## src/rtl/ses_pkg.sv

```systemverilog
package ses_pkg;

   // width of the section offset counter, positions saturate at its maximum
   localparam int POSITION_WIDTH = 16;
   localparam int STOP_POS_WIDTH = 16;
   localparam logic [POSITION_WIDTH-1:0] POS_MAX = {POSITION_WIDTH{1'b1}};

   // scanner states
   localparam logic [3:0] ST_CODE       = 4'd0;
   localparam logic [3:0] ST_LT         = 4'd1;
   localparam logic [3:0] ST_SLASH      = 4'd2;
   localparam logic [3:0] ST_LINE       = 4'd3;
   localparam logic [3:0] ST_LINE_LT    = 4'd4;
   localparam logic [3:0] ST_BLOCK      = 4'd5;
   localparam logic [3:0] ST_BLOCK_STAR = 4'd6;
   localparam logic [3:0] ST_REGEX      = 4'd7;
   localparam logic [3:0] ST_REGEX_ESC  = 4'd8;
   localparam logic [3:0] ST_DQ         = 4'd9;
   localparam logic [3:0] ST_DQ_ESC     = 4'd10;
   localparam logic [3:0] ST_SQ         = 4'd11;
   localparam logic [3:0] ST_SQ_ESC     = 4'd12;
   localparam logic [3:0] ST_BAD        = 4'd15;

   // stop reasons
   localparam logic [1:0] RSN_TAG        = 2'd0;
   localparam logic [1:0] RSN_UNEXPECTED = 2'd1;
   localparam logic [1:0] RSN_END        = 2'd2;

   // special bytes
   localparam logic [7:0] CHR_LF     = 8'h0A;
   localparam logic [7:0] CHR_DQUOTE = 8'h22;
   localparam logic [7:0] CHR_SQUOTE = 8'h27;
   localparam logic [7:0] CHR_STAR   = 8'h2A;
   localparam logic [7:0] CHR_SLASH  = 8'h2F;
   localparam logic [7:0] CHR_LT     = 8'h3C;
   localparam logic [7:0] CHR_BSLASH = 8'h5C;

   typedef struct packed {
      logic [3:0] code_next;
      logic       is_slash;
      logic       is_lt;
      logic       is_star;
      logic       is_bslash;
      logic       is_lf;
      logic       is_dq;
      logic       is_sq;
   } byte_class_type;

   typedef struct packed {
      logic                      found;
      logic [POSITION_WIDTH-1:0] position;
      logic [1:0]                reason;
   } scan_result_type;

endpackage

```

## src/rtl/ses_byte_class.sv

```systemverilog
module ses_byte_class (
   input  logic [7:0]              data_byte,
   output ses_pkg::byte_class_type byte_class
);

   always_comb begin
      byte_class.is_slash  = (data_byte == ses_pkg::CHR_SLASH);
      byte_class.is_lt     = (data_byte == ses_pkg::CHR_LT);
      byte_class.is_star   = (data_byte == ses_pkg::CHR_STAR);
      byte_class.is_bslash = (data_byte == ses_pkg::CHR_BSLASH);
      byte_class.is_lf     = (data_byte == ses_pkg::CHR_LF);
      byte_class.is_dq     = (data_byte == ses_pkg::CHR_DQUOTE);
      byte_class.is_sq     = (data_byte == ses_pkg::CHR_SQUOTE);

      // next state when the byte is seen as code
      case (data_byte) inside
         ses_pkg::CHR_SLASH:  byte_class.code_next = ses_pkg::ST_SLASH;
         ses_pkg::CHR_LT:     byte_class.code_next = ses_pkg::ST_LT;
         ses_pkg::CHR_DQUOTE: byte_class.code_next = ses_pkg::ST_DQ;
         ses_pkg::CHR_SQUOTE: byte_class.code_next = ses_pkg::ST_SQ;
         // whitespace
         8'h20, [8'h09:8'h0D],
         // letters, digits, underscore
         [8'h61:8'h7A], [8'h41:8'h5A], [8'h30:8'h39], 8'h5F,
         // punctuation allowed in code
         8'h3A, 8'h3B, 8'h2E, 8'h2C, 8'h28, 8'h29, 8'h5B, 8'h5D,
         8'h7B, 8'h7D, 8'h21, 8'h3F, 8'h3D, 8'h2B, 8'h2D, 8'h2A,
         8'h25, 8'h5E, 8'h26, 8'h7C, 8'h7E, 8'h3E, 8'h24:
            byte_class.code_next = ses_pkg::ST_CODE;
         default: byte_class.code_next = ses_pkg::ST_BAD;
      endcase
   end

endmodule

```

## src/rtl/ses_scan_core.sv

```systemverilog
module ses_scan_core (
   input  logic                     clock,
   input  logic                     reset,
   input  logic                     step_en,
   input  logic                     first_byte,
   input  logic                     last_byte,
   input  ses_pkg::byte_class_type  byte_class,
   output ses_pkg::scan_result_type result
);

   logic [3:0]                         state_ff;
   logic [3:0]                         state_in;
   logic [ses_pkg::POSITION_WIDTH-1:0] offset_ff;
   logic [ses_pkg::POSITION_WIDTH-1:0] offset_in;
   logic                               finished_ff;
   logic                               finished_in;

   logic [3:0]                         cur_state;
   logic [ses_pkg::POSITION_WIDTH-1:0] idx;
   logic [ses_pkg::POSITION_WIDTH-1:0] nxt;
   logic [ses_pkg::POSITION_WIDTH-1:0] tag_pos;
   logic                               cur_finished;
   logic                               tag_hit;
   logic [3:0]                         ns;

   always_comb begin
      // a section start drops everything before the byte is scanned
      cur_state    = first_byte ? ses_pkg::ST_CODE : state_ff;
      idx          = first_byte ? '0 : offset_ff;
      cur_finished = first_byte ? 1'b0 : finished_ff;

      nxt     = (idx == ses_pkg::POS_MAX) ? ses_pkg::POS_MAX : idx + 1'b1;
      tag_pos = (idx == '0) ? '0 : idx - 1'b1;
      tag_hit = 1'b0;

      case (cur_state)
         ses_pkg::ST_LT: begin
            if (byte_class.is_slash) begin
               tag_hit = 1'b1;
               ns      = ses_pkg::ST_CODE;
            end else begin
               ns = byte_class.code_next;
            end
         end
         ses_pkg::ST_SLASH: begin
            if (byte_class.is_slash)       ns = ses_pkg::ST_LINE;
            else if (byte_class.is_star)   ns = ses_pkg::ST_BLOCK;
            else if (byte_class.is_bslash) ns = ses_pkg::ST_REGEX_ESC;
            else                           ns = ses_pkg::ST_REGEX;
         end
         ses_pkg::ST_LINE, ses_pkg::ST_LINE_LT: begin
            if (cur_state == ses_pkg::ST_LINE_LT && byte_class.is_slash) begin
               tag_hit = 1'b1;
               ns      = ses_pkg::ST_CODE;
            end else if (byte_class.is_lf) begin
               ns = ses_pkg::ST_CODE;
            end else if (byte_class.is_lt) begin
               ns = ses_pkg::ST_LINE_LT;
            end else begin
               ns = ses_pkg::ST_LINE;
            end
         end
         ses_pkg::ST_BLOCK: begin
            ns = byte_class.is_star ? ses_pkg::ST_BLOCK_STAR : ses_pkg::ST_BLOCK;
         end
         ses_pkg::ST_BLOCK_STAR: begin
            if (byte_class.is_slash)     ns = ses_pkg::ST_CODE;
            else if (byte_class.is_star) ns = ses_pkg::ST_BLOCK_STAR;
            else                         ns = ses_pkg::ST_BLOCK;
         end
         ses_pkg::ST_REGEX: begin
            if (byte_class.is_slash)       ns = ses_pkg::ST_CODE;
            else if (byte_class.is_bslash) ns = ses_pkg::ST_REGEX_ESC;
            else                           ns = ses_pkg::ST_REGEX;
         end
         ses_pkg::ST_REGEX_ESC: ns = ses_pkg::ST_REGEX;
         ses_pkg::ST_DQ: begin
            if (byte_class.is_dq)          ns = ses_pkg::ST_CODE;
            else if (byte_class.is_bslash) ns = ses_pkg::ST_DQ_ESC;
            else                           ns = ses_pkg::ST_DQ;
         end
         ses_pkg::ST_DQ_ESC: ns = ses_pkg::ST_DQ;
         ses_pkg::ST_SQ: begin
            if (byte_class.is_sq)          ns = ses_pkg::ST_CODE;
            else if (byte_class.is_bslash) ns = ses_pkg::ST_SQ_ESC;
            else                           ns = ses_pkg::ST_SQ;
         end
         ses_pkg::ST_SQ_ESC: ns = ses_pkg::ST_SQ;
         default: ns = byte_class.code_next;
      endcase

      result.found    = 1'b0;
      result.position = nxt;
      result.reason   = ses_pkg::RSN_END;
      if (tag_hit) begin
         result.found    = 1'b1;
         result.position = tag_pos;
         result.reason   = ses_pkg::RSN_TAG;
      end else if (ns == ses_pkg::ST_BAD) begin
         result.found  = 1'b1;
         result.reason = ses_pkg::RSN_UNEXPECTED;
         ns            = ses_pkg::ST_CODE;
      end else if (last_byte) begin
         result.found = 1'b1;
      end

      // once finished, bytes are dropped until a section start
      if (cur_finished) result.found = 1'b0;

      state_in    = state_ff;
      offset_in   = offset_ff;
      finished_in = finished_ff;
      if (step_en) begin
         if (cur_finished) begin
            state_in    = cur_state;
            offset_in   = idx;
            finished_in = cur_finished;
         end else begin
            state_in    = ns;
            offset_in   = nxt;
            finished_in = result.found;
         end
      end
   end

   always_ff @(posedge clock) begin
      if (reset) begin
         state_ff    <= ses_pkg::ST_CODE;
         offset_ff   <= '0;
         finished_ff <= 1'b0;
      end else begin
         state_ff    <= state_in;
         offset_ff   <= offset_in;
         finished_ff <= finished_in;
      end
   end

endmodule

```

## src/rtl/script_end_scanner.sv

```systemverilog
// channel  dir  tdata                   tuser              tlast
// req      in   [7:0] data_byte         [0] first_byte     last_byte
// rsp      out  [15:0] stop_position    [1:0] stop_reason  -
//
// one word a cycle in and out when the result side is not stalled
// a word is registered in the input register, scanned from there when the
// result register can take its answer, and its result, if any, lands there
// the scan state, offset and finished flag update once per scanned word
// reset clears the scanner to code state at offset zero and empties both
// registers; a stalled result holds the input register and so req_tready
module script_end_scanner (
   input  logic        clock,
   input  logic        reset,
   // input words
   input  logic        req_tvalid,
   output logic        req_tready,
   input  logic [7:0]  req_tdata,   // [7:0] data_byte
   input  logic [0:0]  req_tuser,   // [0] first_byte
   input  logic        req_tlast,   // last_byte
   // result words
   output logic        rsp_tvalid,
   input  logic        rsp_tready,
   output logic [15:0] rsp_tdata,   // [15:0] stop_position
   output logic [1:0]  rsp_tuser    // [1:0] stop_reason
);

   // input register
   logic       in_valid_ff;
   logic       in_valid_in;
   logic [7:0] in_data_ff;
   logic       in_first_ff;
   logic       in_last_ff;

   // result register
   logic        out_valid_ff;
   logic        out_valid_in;
   logic [15:0] out_pos_ff;
   logic [1:0]  out_reason_ff;

   logic                     advance;
   logic                     req_take;
   ses_pkg::byte_class_type  byte_class;
   ses_pkg::scan_result_type result;

   // the held word is scanned when the result register can take its answer
   assign advance    = in_valid_ff && (!out_valid_ff || rsp_tready);
   assign req_tready = !in_valid_ff || advance;
   assign req_take   = req_tvalid && req_tready;

   always_comb begin
      in_valid_in = in_valid_ff;
      if (req_take)     in_valid_in = 1'b1;
      else if (advance) in_valid_in = 1'b0;

      out_valid_in = out_valid_ff;
      if (advance)         out_valid_in = result.found;
      else if (rsp_tready) out_valid_in = 1'b0;
   end

   always_ff @(posedge clock) begin
      if (reset) begin
         in_valid_ff  <= 1'b0;
         out_valid_ff <= 1'b0;
      end else begin
         in_valid_ff  <= in_valid_in;
         out_valid_ff <= out_valid_in;
      end
   end

   // payload registers
   always_ff @(posedge clock) begin
      if (req_take) begin
         in_data_ff  <= req_tdata;
         in_first_ff <= req_tuser[0];
         in_last_ff  <= req_tlast;
      end
      if (advance && result.found) begin
         out_pos_ff    <= ses_pkg::STOP_POS_WIDTH'(result.position);
         out_reason_ff <= result.reason;
      end
   end

   ses_byte_class u_byte_class (
      .data_byte  (in_data_ff),
      .byte_class (byte_class)
   );

   ses_scan_core u_scan_core (
      .clock      (clock),
      .reset      (reset),
      .step_en    (advance),
      .first_byte (in_first_ff),
      .last_byte  (in_last_ff),
      .byte_class (byte_class),
      .result     (result)
   );

   assign rsp_tvalid = out_valid_ff;
   assign rsp_tdata  = out_pos_ff;
   assign rsp_tuser  = out_reason_ff;

endmodule

```

## config.mk

```make
export PLATFORM = sky130hd
export DESIGN_NAME = script_end_scanner
export DESIGN_NICKNAME = d
export VERILOG_FILES = /design/src/rtl/ses_pkg.sv /design/src/rtl/ses_byte_class.sv /design/src/rtl/ses_scan_core.sv /design/src/rtl/script_end_scanner.sv
export SDC_FILE = /design/constraint.sdc
export NUM_CORES = 1
export LEC_CHECK = 0
export ABC_AREA = 1
export BUFFER_PORTS_ARGS = -buffer_cell sky130_fd_sc_hd__buf_4
export CORE_MARGIN = 4
export CORE_UTILIZATION = 34
export DETAILED_ROUTE_END_ITERATION = 12
export PLACE_DENSITY = 0.61
export SETUP_SLACK_MARGIN = 0.05
export SYNTH_ARGS = -nofsm -noshare
export SYNTH_HDL_FRONTEND = slang
export SYNTH_SLANG_ARGS = --single-unit
```

## constraint.sdc

```tcl
create_clock -name clock -period 2.7 [get_ports clock]
set_clock_uncertainty 0.15 [all_clocks]
set_input_delay 0.54 -clock clock [delete_from_list [all_inputs] [get_ports clock]]
set_output_delay 0.54 -clock clock [all_outputs]
set_load 0.005 [all_outputs]
```

==> out/metrics.yaml, run 1 <==
outcome: "completed"
final_cell_mix: "113 x nand2_1, 84 x nor2_1, 65 x inv_1, 51 x buf_4, 34 x o21ai_0"
path_class: "flip-flop to flip-flop"
drtIter0Drc: 255
io_pins: 34
drv_cap: 0
mostFrequentLayoutCell: "nand2_1"
postSynthAreaPerCell_sq_um: 6.854
avgRoutedWirePerCell_microns: 13.15
worst_slew_pin_slew_ps: 419.1
dpl.hpwl_microns: 7081
critPathMaxStageDelay_ps: 460
fin_nets: 592
p_total_mw: 1.882
grt_pass1_wl_microns: 14870
gr-total-overflow: 0
slowest_stage: "edfxtp_1"
numClockSinks: 51
h-tree-depth: 2
crit_top_cell: "nor2_4"
p_per_area_nw_per_um2: 437.7
first_pass_iters: 5
hold_path.class: "primary input to flip-flop"
p_leak_nw: 1.982
critical_path.cell_chain: "buf_4 -> nor2_2 -> ha_1 -> nand2_1 -> nor2_4 -> nand3_4 -> nor2_4 -> nand3_2 -> nor2_4 -> nand3_2 -> inv_4 -> a21oi_1 -> o21ai_1 -> nand2_1 -> o21ai_1"
core_sq_um: 10280
antenna_found_initial: 0
drc: 0
diodes: 0
syn-num-nets: 540
maxSlewHeadroom_pct: 72.03
wirelength_microns: 9365
synth_warnings: 0
setup.worst_path.start_class: "flip-flop"
slew_violations: 0
track_usage_pct: 14.25
fill_cells: 1101
period_share_pct: 96.30
dieArea_sq_um: 12250
min_period_ps: 2600
clkLatencyLatePin_ps: 300
die_x_microns: 110.7
finalHoldViolations: 0
cpLargestDelayFamily: "simple AND/OR/NAND/NOR gates"
grt_pass1_vias: 3239
drive_gt1_share_pct: 18.75
io_buffers: 33
std_cell_rows: 37
viasPerCell: 4.978
clk_pin_slew_ps: 100
path_buf_inv: 2
ant_nets: 0
cts_tree: "done"
endpoint_kind: "flip-flop"
cp_max_fo: 4
gp_congestion: 0.9249
ys_seq_area_share_pct: 36.30
rsz0062_at_grt: "true"
synthDistinctLibCells: 41
finalSetupViolCount: 0
peakVddDrop_uv: 216.3
synthCells: 523
grt_max_degree: 23
syn-cell-area_sq_um: 3585
area_growth_pct: 19.96
fmax_mhz: 384.6
synth_seq_cells: 51
fin_util_pct: 41.84
die_h_microns: 110.7
worstPathRequired_ps: 2710
root_buffer: "clkbuf_8"
cts_buffer_depth: 2
num_vias: 3544
start_util_pct: 34.88
numCtsBuffers: 5
worstPathArrival_ps: 2610
registers in the layout, indices dropped and copies added, names as in the netlist:
register                 count
u_scan_core.state_ff         4
u_scan_core.offset_ff       16
rsp_tvalid                   1
in_first_ff                  1
in_valid_ff                  1
u_scan_core.finished_ff      1
in_data_ff                   8
rsp_tdata                   16
rsp_tuser                    2
in_last_ff                   1
cell type report:
| type | count | area [sq um] | area share, % |
|---|---|---|---|
| inverter | 75 | 289.0 | 6.721 |
| sequential | 51 | 1301 | 30.26 |
| timing repair buffer | 54 | 447.9 | 10.42 |
| tap | 136 | 170.2 | 3.957 |
| timing repair inverter | 1 | 7.507 | 0.1746 |
| clock buffer | 7 | 76.32 | 1.775 |
| clock inverter | 1 | 30.03 | 0.6983 |
| multi-input combinational | 387 | 1978 | 46.00 |
per-stage QoR:
step                hold WS (ps)  setup TNS [ps]  cells  cell area (sq um)  setup slack [ps]
floorplan                  344.4               0    523               3585             280.2
global placement           363.3               0    689               4009             89.08
detailed placement         362.9               0    689               4009             74.06
CTS                        253.0               0    697               4115             52.22
global route               238.6          -133.9    712               4300            -60.35
finish                     261.0               0    712               4300             99.88
per-layer routing:
metal	GRT usage, %	vias to the layer above	wire [microns]
met5	0	-	0
li1	-	1803	-
met1	19.82	1629	4464
met4	2.709	0	78
met3	2.456	7	487
met2	23.42	105	4335
Yosys cell counts (all sizes together):
library cell | count | area (sq um)
or2 | 3 | 18.77
o2111ai | 1 | 8.760
edfxtp | 28 | 840.8
inv | 73 | 276.5
nand3 | 35 | 195.2
xor2 | 19 | 166.4
ha | 3 | 37.54
nor4 | 2 | 27.53
nand4 | 10 | 62.56
a21oi | 31 | 162.7
clkbuf | 6 | 23.77
clkinv | 2 | 8.750
o21ai | 40 | 200.2
nand2 | 126 | 510.5
nand3b | 1 | 7.510
nor3 | 6 | 35.03
a22oi | 1 | 7.510
buf | 4 | 35.03
o21bai | 3 | 22.52
nor2 | 95 | 399.1
a22o | 1 | 8.760
o22ai | 7 | 43.79
a211oi | 1 | 12.51
a31oi | 2 | 12.51
dfxtp | 23 | 460.4
worst register-to-register path, stage by stage, from the launching register on:
cell and delay [ps]:
edfxtp_1 460, buf_4 190, nor2_2 110, ha_1 210, nand2_1 120, nor2_4 140, nand3_4 110, nor2_4 160
nand3_2 110, nor2_4 130, nand3_2 100, inv_4 120, a21oi_1 40, o21ai_1 100, nand2_1 90, o21ai_1 100
report_power, final:
group | internal, mW | switching, mW
combinational | 0.171 | 0.273
sequential | 0.877 | 0.0385
clock | 0.278 | 0.245
worst paths after layout:
check / depth (start not counted) / slack, ps / startpoint / endpoint
setup / recovery: 15 / 100 / in_first_ff$_DFFE_PP_ / rsp_tdata[13]$_DFFE_PP_
hold / removal: 1 / 260 / req_tdata[3] / in_data_ff[3]$_DFFE_PP_
setup reg to reg: 15 / 100 / in_first_ff$_DFFE_PP_ / rsp_tdata[13]$_DFFE_PP_
hold reg to reg: 2 / 380 / rsp_tvalid$_SDFFE_PP0P_ / rsp_tvalid$_SDFFE_PP0P_
cell families (layout without fill, tap and decap cells):
family | after synthesis | count (layout) | share of synthesized area (%)
adder cells (fa/ha/maj) | 3 | 3 | 1.047
AO/OA/AOI/OAI | 87 | 87 | 13.37
flip-flops | 51 | 51 | 36.30
XOR/XNOR | 19 | 19 | 4.642
buffers and inverters | 85 | 138 | 9.598
AND/OR/NAND/NOR | 278 | 278 | 35.04
what timing repair did:
item | 4_1_cts | 5_1_grt
setup endpoints to repair | 0 | 31
setup buffers | 0 | 13
gates resized for setup | 0 | 15
hold buffers | 0 | 0
hold endpoints to repair | 0 | 0
(Power assumes the default switching activity.)
==> run 2: changes to the inputs <==
--- a/config.mk
+++ b/config.mk
@@ -11,7 +11,7 @@
 export CORE_UTILIZATION = 34
 export DETAILED_ROUTE_END_ITERATION = 12
 export PLACE_DENSITY = 0.61
-export SETUP_SLACK_MARGIN = 0.05
+export SETUP_SLACK_MARGIN = 0.3
 export SYNTH_ARGS = -nofsm -noshare
 export SYNTH_HDL_FRONTEND = slang
 export SYNTH_SLANG_ARGS = --single-unit
==> out/metrics.yaml, run 2 (same netlist as run 1, synthesis figures left out) <==
outcome: "completed"
num_vias: 3554  # +0.28%
io_buffers: 33  # unchanged
combPwrFrac_pct: 25.5  # +1.9 points
critPathMaxStageDelay_ps: 510  # +50 ps
cpLargestDelayFamily: "simple AND/OR/NAND/NOR gates"
core_sq_um: 10280  # unchanged
std_cell_rows: 37  # unchanged
worstPathArrival_ps: 2190  # -420 ps
h-tree-depth: 2  # unchanged
dpl-instance-area_sq_um: 4030  # +0.53%
p_leak_nw: 2.023  # +2.1%
drtIter0Drc: 269  # +5.5%
numClockSinks: 51  # unchanged
numCtsBuffers: 5  # unchanged
worst_slew_pin_slew_ps: 529.2  # +110.1 ps
p_clk_share_pct: 25.2  # -2.5 points
final_area_sq_um: 4434  # +3.1%
antenna_found_initial: 0  # unchanged
ant_nets: 0  # unchanged
setup_tns_ps: 0  # unchanged
cp_max_fo: 18  # +14
diodes: 0  # unchanged
maxSlewHeadroom_pct: 64.68  # -7.3 points
rsz0062_at_grt: "true"
period_share_pct: 86.00  # -10 points
start_util_pct: 34.88  # unchanged
path_buf_inv: 3  # +1
fin_nets: 600  # +1.4%
area_growth_pct: 23.70
slowest_stage: "edfxtp_1"
drv_cap: 0  # unchanged
die_x_microns: 110.7  # unchanged
cts_buffer_depth: 2  # unchanged
drc: 0  # unchanged
finalHoldViolations: 0  # unchanged
avgRoutedWirePerCell_microns: 12.77  # -2.9%
clkLatencyLatePin_ps: 300  # about the same
fmax_mhz: 430.6  # +12%
pwr-share-seq_pct: 49.3  # +0.7 points
peakVddDrop_uv: 278.6  # +29%
first_pass_iters: 5  # unchanged
endpoint_kind: "flip-flop"
path_class: "flip-flop to flip-flop"
gp_congestion: 0.8954  # -3.2%
slew_violations: 0  # unchanged
clk_pin_slew_ps: 90  # about the same
viasPerCell: 4.936  # -0.83%
grt_max_degree: 24  # +4.3%
min_period_ps: 2322  # -278.0 ps
root_buffer: "clkbuf_8"
critical_path.cell_chain: "inv_2 -> nand2_1 -> a21oi_1 -> nor2_1 -> nor2_1 -> nand2_1 -> nor2_2 -> nand2_1 -> nor2_1 -> nand2_2 -> nand3_2 -> nand2_2 -> clkinvlp_4 -> buf_12"
hold_path.class: "primary input to flip-flop"
final_cell_mix: "105 x nand2_1, 76 x nor2_1, 63 x inv_1, 59 x buf_4, 33 x o21ai_0"
die_h_microns: 110.7  # unchanged
wirelength_microns: 9196  # -1.8%
setup.worst_path.start_class: "flip-flop"
grt_pass1_wl_microns: 15230  # +2.4%
switching_share_pct: 31.25  # +1.7 points
p_total_mw: 1.855  # -1.4%
io_pins: 34  # unchanged
track_usage_pct: 14.57  # +0.32 points
gr-total-overflow: 0  # unchanged
dpl.hpwl_microns: 7035  # -0.65%
fill_cells: 1050  # -4.6%
p_per_area_nw_per_um2: 418.4  # -4.4%
finalSetupViolCount: 0  # unchanged
dieArea_sq_um: 12250  # unchanged
worstPathRequired_ps: 2570  # -140 ps
grt_pass1_vias: 3248  # +0.28%
cts_tree: "done"
mostFrequentLayoutCell: "nand2_1"
drive_gt1_share_pct: 23.80  # +5.1 points
p_int_mw: 1.276  # -3.8%
p_sw_mw: 0.5798  # +4.2%
==> run 2: cell count changes in the layout (fill, tap and decap cells not counted), sizes merged <==
| cell | before | now |
|---|---|---|
| clkbuf | 8 | 7 |
| bufinv | 1 | 0 |
| inv | 74 | 73 |
| buf | 53 | 63 |
| clkinv | 1 | 2 |
==> run 2: layout make-up <==
type                    count  area (sq um)  area share [%]
multi-input cells         387          2069           46.67
flip-flops and latches     51          1301           29.35
repair buffers             63         500.5           11.29
inverters                  75         297.8           6.716
well taps                 136         170.2           3.837
clock buffers               7         86.33           1.947
clock inverters             1         8.758          0.1975
==> run 2: final timing paths <==
check                           cells after the start                          to                     from  slack, ps
worst max register to register                     14  rsp_tuser[1]$_SDFFCE_PP0P_  in_data_ff[0]$_DFFE_PP_        380
worst max-delay path                               14  rsp_tuser[1]$_SDFFCE_PP0P_  in_data_ff[0]$_DFFE_PP_        380
worst min register to register                      2     rsp_tvalid$_SDFFE_PP0P_  rsp_tvalid$_SDFFE_PP0P_        380
worst min-delay path                                1     in_data_ff[1]$_DFFE_PP_             req_tdata[1]        260
==> run 2: power by group through the flow <==
stage	registers, mW	logic [mW]	clock network (mW)
finish	0.915	0.474	0.467
global route	0.922	0.528	0.533
CTS	0.911	0.437	0.487
detailed placement	0.929	0.426	0
global placement	0.928	0.427	0
floorplan	0.922	0.298	0
==> run 2: what timing repair did <==
item                       4_1_cts  5_1_grt
setup endpoints to repair       32       45
pin swaps                        1       13
gates resized for setup          8       40
buffers inserted                 3       16
hold buffers                     0        0
==> run 2: metal layers <==
layer | track usage [%] | wire length [microns] | vias up
li1 | - | - | 1818
met1 | 21.11 | 4496 | 1646
met2 | 23.46 | 4308 | 84
met3 | 2.129 | 333 | 6
met4 | 2.299 | 58 | 0
met5 | 0 | 0 | -
==> run 2: through the flow <==
stage                     hold WS [ps]  util, %  cells  setup WS, ps
after global placement           361.5    39.21    693         243.9
after CTS                        256.7    40.78    704         300.9
after floorplan                  344.4        -    523         376.7
after detailed placement         358.1    39.21    693         160.4
final                            262.5    43.15    720         377.9
after global routing             241.1    43.15    720         182.3
==> run 3: changes to the inputs <==
--- a/config.mk
+++ b/config.mk
@@ -10,8 +10,8 @@
 export CORE_MARGIN = 4
 export CORE_UTILIZATION = 34
 export DETAILED_ROUTE_END_ITERATION = 12
-export PLACE_DENSITY = 0.61
-export SETUP_SLACK_MARGIN = 0.3
+export PLACE_DENSITY = 0.62
+export SETUP_SLACK_MARGIN = 0.4
 export SYNTH_ARGS = -nofsm -noshare
 export SYNTH_HDL_FRONTEND = slang
 export SYNTH_SLANG_ARGS = --single-unit
==> constraint.sdc (replaced) <==
create_clock -name clock -period 2.1 [get_ports clock]
set_clock_uncertainty 0.15 [all_clocks]
set_input_delay 0.42 -clock clock [delete_from_list [all_inputs] [get_ports clock]]
set_output_delay 0.42 -clock clock [all_outputs]
set_load 0.005 [all_outputs]
==> out/metrics.yaml, run 3 (same netlist as run 1, synthesis figures left out) <==
rsz0062_at_grt: "true"
grt_max_degree: 19  # -21%
p_per_area_nw_per_um2: 467.5  # +12%
grt-busiest-layer: "met2"
endpoint_kind: "flip-flop"
num_vias: 3943  # +11%
die_h_microns: 110.7  # unchanged
finalSetupViolCount: 52  # +52
seq_area_sq_um: 1301  # unchanged
path_class: "flip-flop to flip-flop"
hold_path_startpoint: "req_tdata[7]"
dieArea_sq_um: 12250  # unchanged
slew_violations: 0  # unchanged
p_leak_nw: 2.666  # +32%
dpl.hpwl_microns: 8204  # +17%
clkLatencyLatePin_ps: 310  # about the same
dpl-instance-area_sq_um: 4870  # +21%
avgRoutedWirePerCell_microns: 13.56  # +6.1%
io_buffers: 33  # unchanged
gr-total-overflow: 0  # unchanged
drive_gt1_share_pct: 43.42  # +20 points
ant_nets: 0  # unchanged
holdPathStages: 1  # unchanged
std_cell_rows: 37  # unchanged
fmax_mhz: 420.1  # -2.5%
clk_pin_slew_ps: 100  # about the same
min_period_ps: 2381  # +58.44 ps
worstPathRequired_ps: 2120  # -450 ps
reg2regPathDepth: 15  # +1
finalHoldViolations: 0  # unchanged
r2r_end: "rsp_tdata[13]$_DFFE_PP_"
area_growth_pct: 56.51
diodes: 0  # unchanged
gp_congestion: 0.9028  # +0.83%
first_pass_iters: 5  # unchanged
drv_cap: 0  # unchanged
rrSetupSlack_ps: -280  # -660 ps
maxSlewHeadroom_pct: 66.71  # +2.0 points
worstPathArrival_ps: 2400  # +210 ps
cp_max_fo: 9  # -9
hold_path.class: "primary input to flip-flop"
root_buffer: "clkbuf_8"
die_x_microns: 110.7  # unchanged
met2_usage_pct: 28.96  # +5.5 points
final_cells: 820  # +14%
grt_pass1_vias: 3951  # +22%
period_share_pct: 113.4  # +27 points
numClockSinks: 51  # unchanged
wirelength_microns: 11120  # +21%
multiInputGateArea_sq_um: 2415  # +17%
mostFrequentLayoutCell: "buf_4"
cts_buffer_depth: 2  # unchanged
grt_pass1_wl_microns: 18020  # +18%
fin_util_pct: 54.59  # +11 points
h-tree-depth: 2  # unchanged
viasPerCell: 4.809  # -2.6%
cts_tree: "done"
met1_usage_pct: 23.95  # +2.8 points
violations: "negative setup slack"
r2r_start: "in_first_ff$_DFFE_PP_"
fill_cells: 985  # -6.2%
core_sq_um: 10280  # unchanged
worst_slew_pin_slew_ps: 498.8  # -30.44 ps
final_area_sq_um: 5610  # +27%
fin_nets: 700  # +17%
antenna_found_initial: 0  # unchanged
drc: 0  # unchanged
min_to: "in_data_ff[7]$_DFFE_PP_"
drtIter0Drc: 153  # -43%
numCtsBuffers: 5  # unchanged
track_usage_pct: 17.39  # +2.8 points
outcome: "finished with violations"
fin_ws_ps: -280.6  # -658.4 ps
grt_use_met3_pct: 1.965  # -0.16 points
start_util_pct: 34.88  # unchanged
peakVddDrop_uv: 281.3  # +0.96%
dp.cells: 794  # +15%
io_pins: 34  # unchanged
setup.worst_path.start_class: "flip-flop"
final_cell_mix: "144 x buf_4, 95 x nand2_1, 66 x nor2_1, 60 x inv_1, 28 x edfxtp_1"
==> run 3: how the worst max path moves through the flow <==
stage                     slack, ps                          to                  start  depth (start not counted)
final                          -280     rsp_tdata[13]$_DFFE_PP_  in_first_ff$_DFFE_PP_                         15
after global routing           -400     rsp_tdata[13]$_DFFE_PP_  in_first_ff$_DFFE_PP_                         15
after CTS                      -210  rsp_tuser[0]$_SDFFCE_PP0P_  in_first_ff$_DFFE_PP_                         15
after detailed placement       -280     rsp_tdata[13]$_DFFE_PP_  in_first_ff$_DFFE_PP_                         15
after global placement         -240      rsp_tdata[6]$_DFFE_PP_  in_first_ff$_DFFE_PP_                         11
after floorplan                -170     rsp_tdata[13]$_DFFE_PP_  in_first_ff$_DFFE_PP_                         15
==> run 3: cell type report <==
cell class | instances | area share, %
clock buffer | 7 | 1.539
inverter | 75 | 5.375
timing repair inverter | 1 | 0.1561
timing repair buffer | 162 | 23.51
sequential | 51 | 23.19
tap | 136 | 3.033
clock inverter | 1 | 0.1561
multi-input combinational | 387 | 43.04
==> run 3: where the power goes <==
group	leakage [nW]	total [mW]	internal, mW	switching, mW
combinational	2.17	0.829	0.378	0.451
sequential	0.450	1.17	1.13	0.0468
clock	0.0484	0.620	0.271	0.349
total	2.67	2.62	1.78	0.847
==> run 3: metrics by stage <==
step                      power (mW)  setup slack [ps]  hold WS (ps)  setup TNS [ps]
after floorplan                1.585            -165.5         344.4           -4191
after global placement         1.895            -239.9         361.2           -6325
after detailed placement       1.905            -276.2         352.6           -8315
after CTS                      2.575            -206.9         125.1           -6683
after global routing           2.766            -396.1         119.5          -16620
final                          2.623            -280.6         133.3           -8797
==> run 3: timing repair <==
item,4_1_cts,5_1_grt
gates resized for setup,83,46
hold buffers,0,0
gates cloned,1,0
pin swaps,21,14
buffers inserted,12,5
endpoints found under the setup margin,58,58
==> run 3: worst max-delay path, cell delays in order (launching register included) <==
cell and delay (ps):
edfxtp_1 430, buf_4 170, inv_6 80, buf_4 150, nand2_2 90, nor2_1 130, inv_2 80, nor2_4 170
nand3_4 100, nor2_4 160, nand3_4 140, inv_8 130, a21oi_4 40, o21ai_2 80, nand2_1 60, o21ai_1 70
==> run 3: layer usage <==
layer,vias up,routed length (microns)
met3,13,348
met5,-,0
met4,0,170
li1,2011,-
met1,1835,5255
met2,84,5342
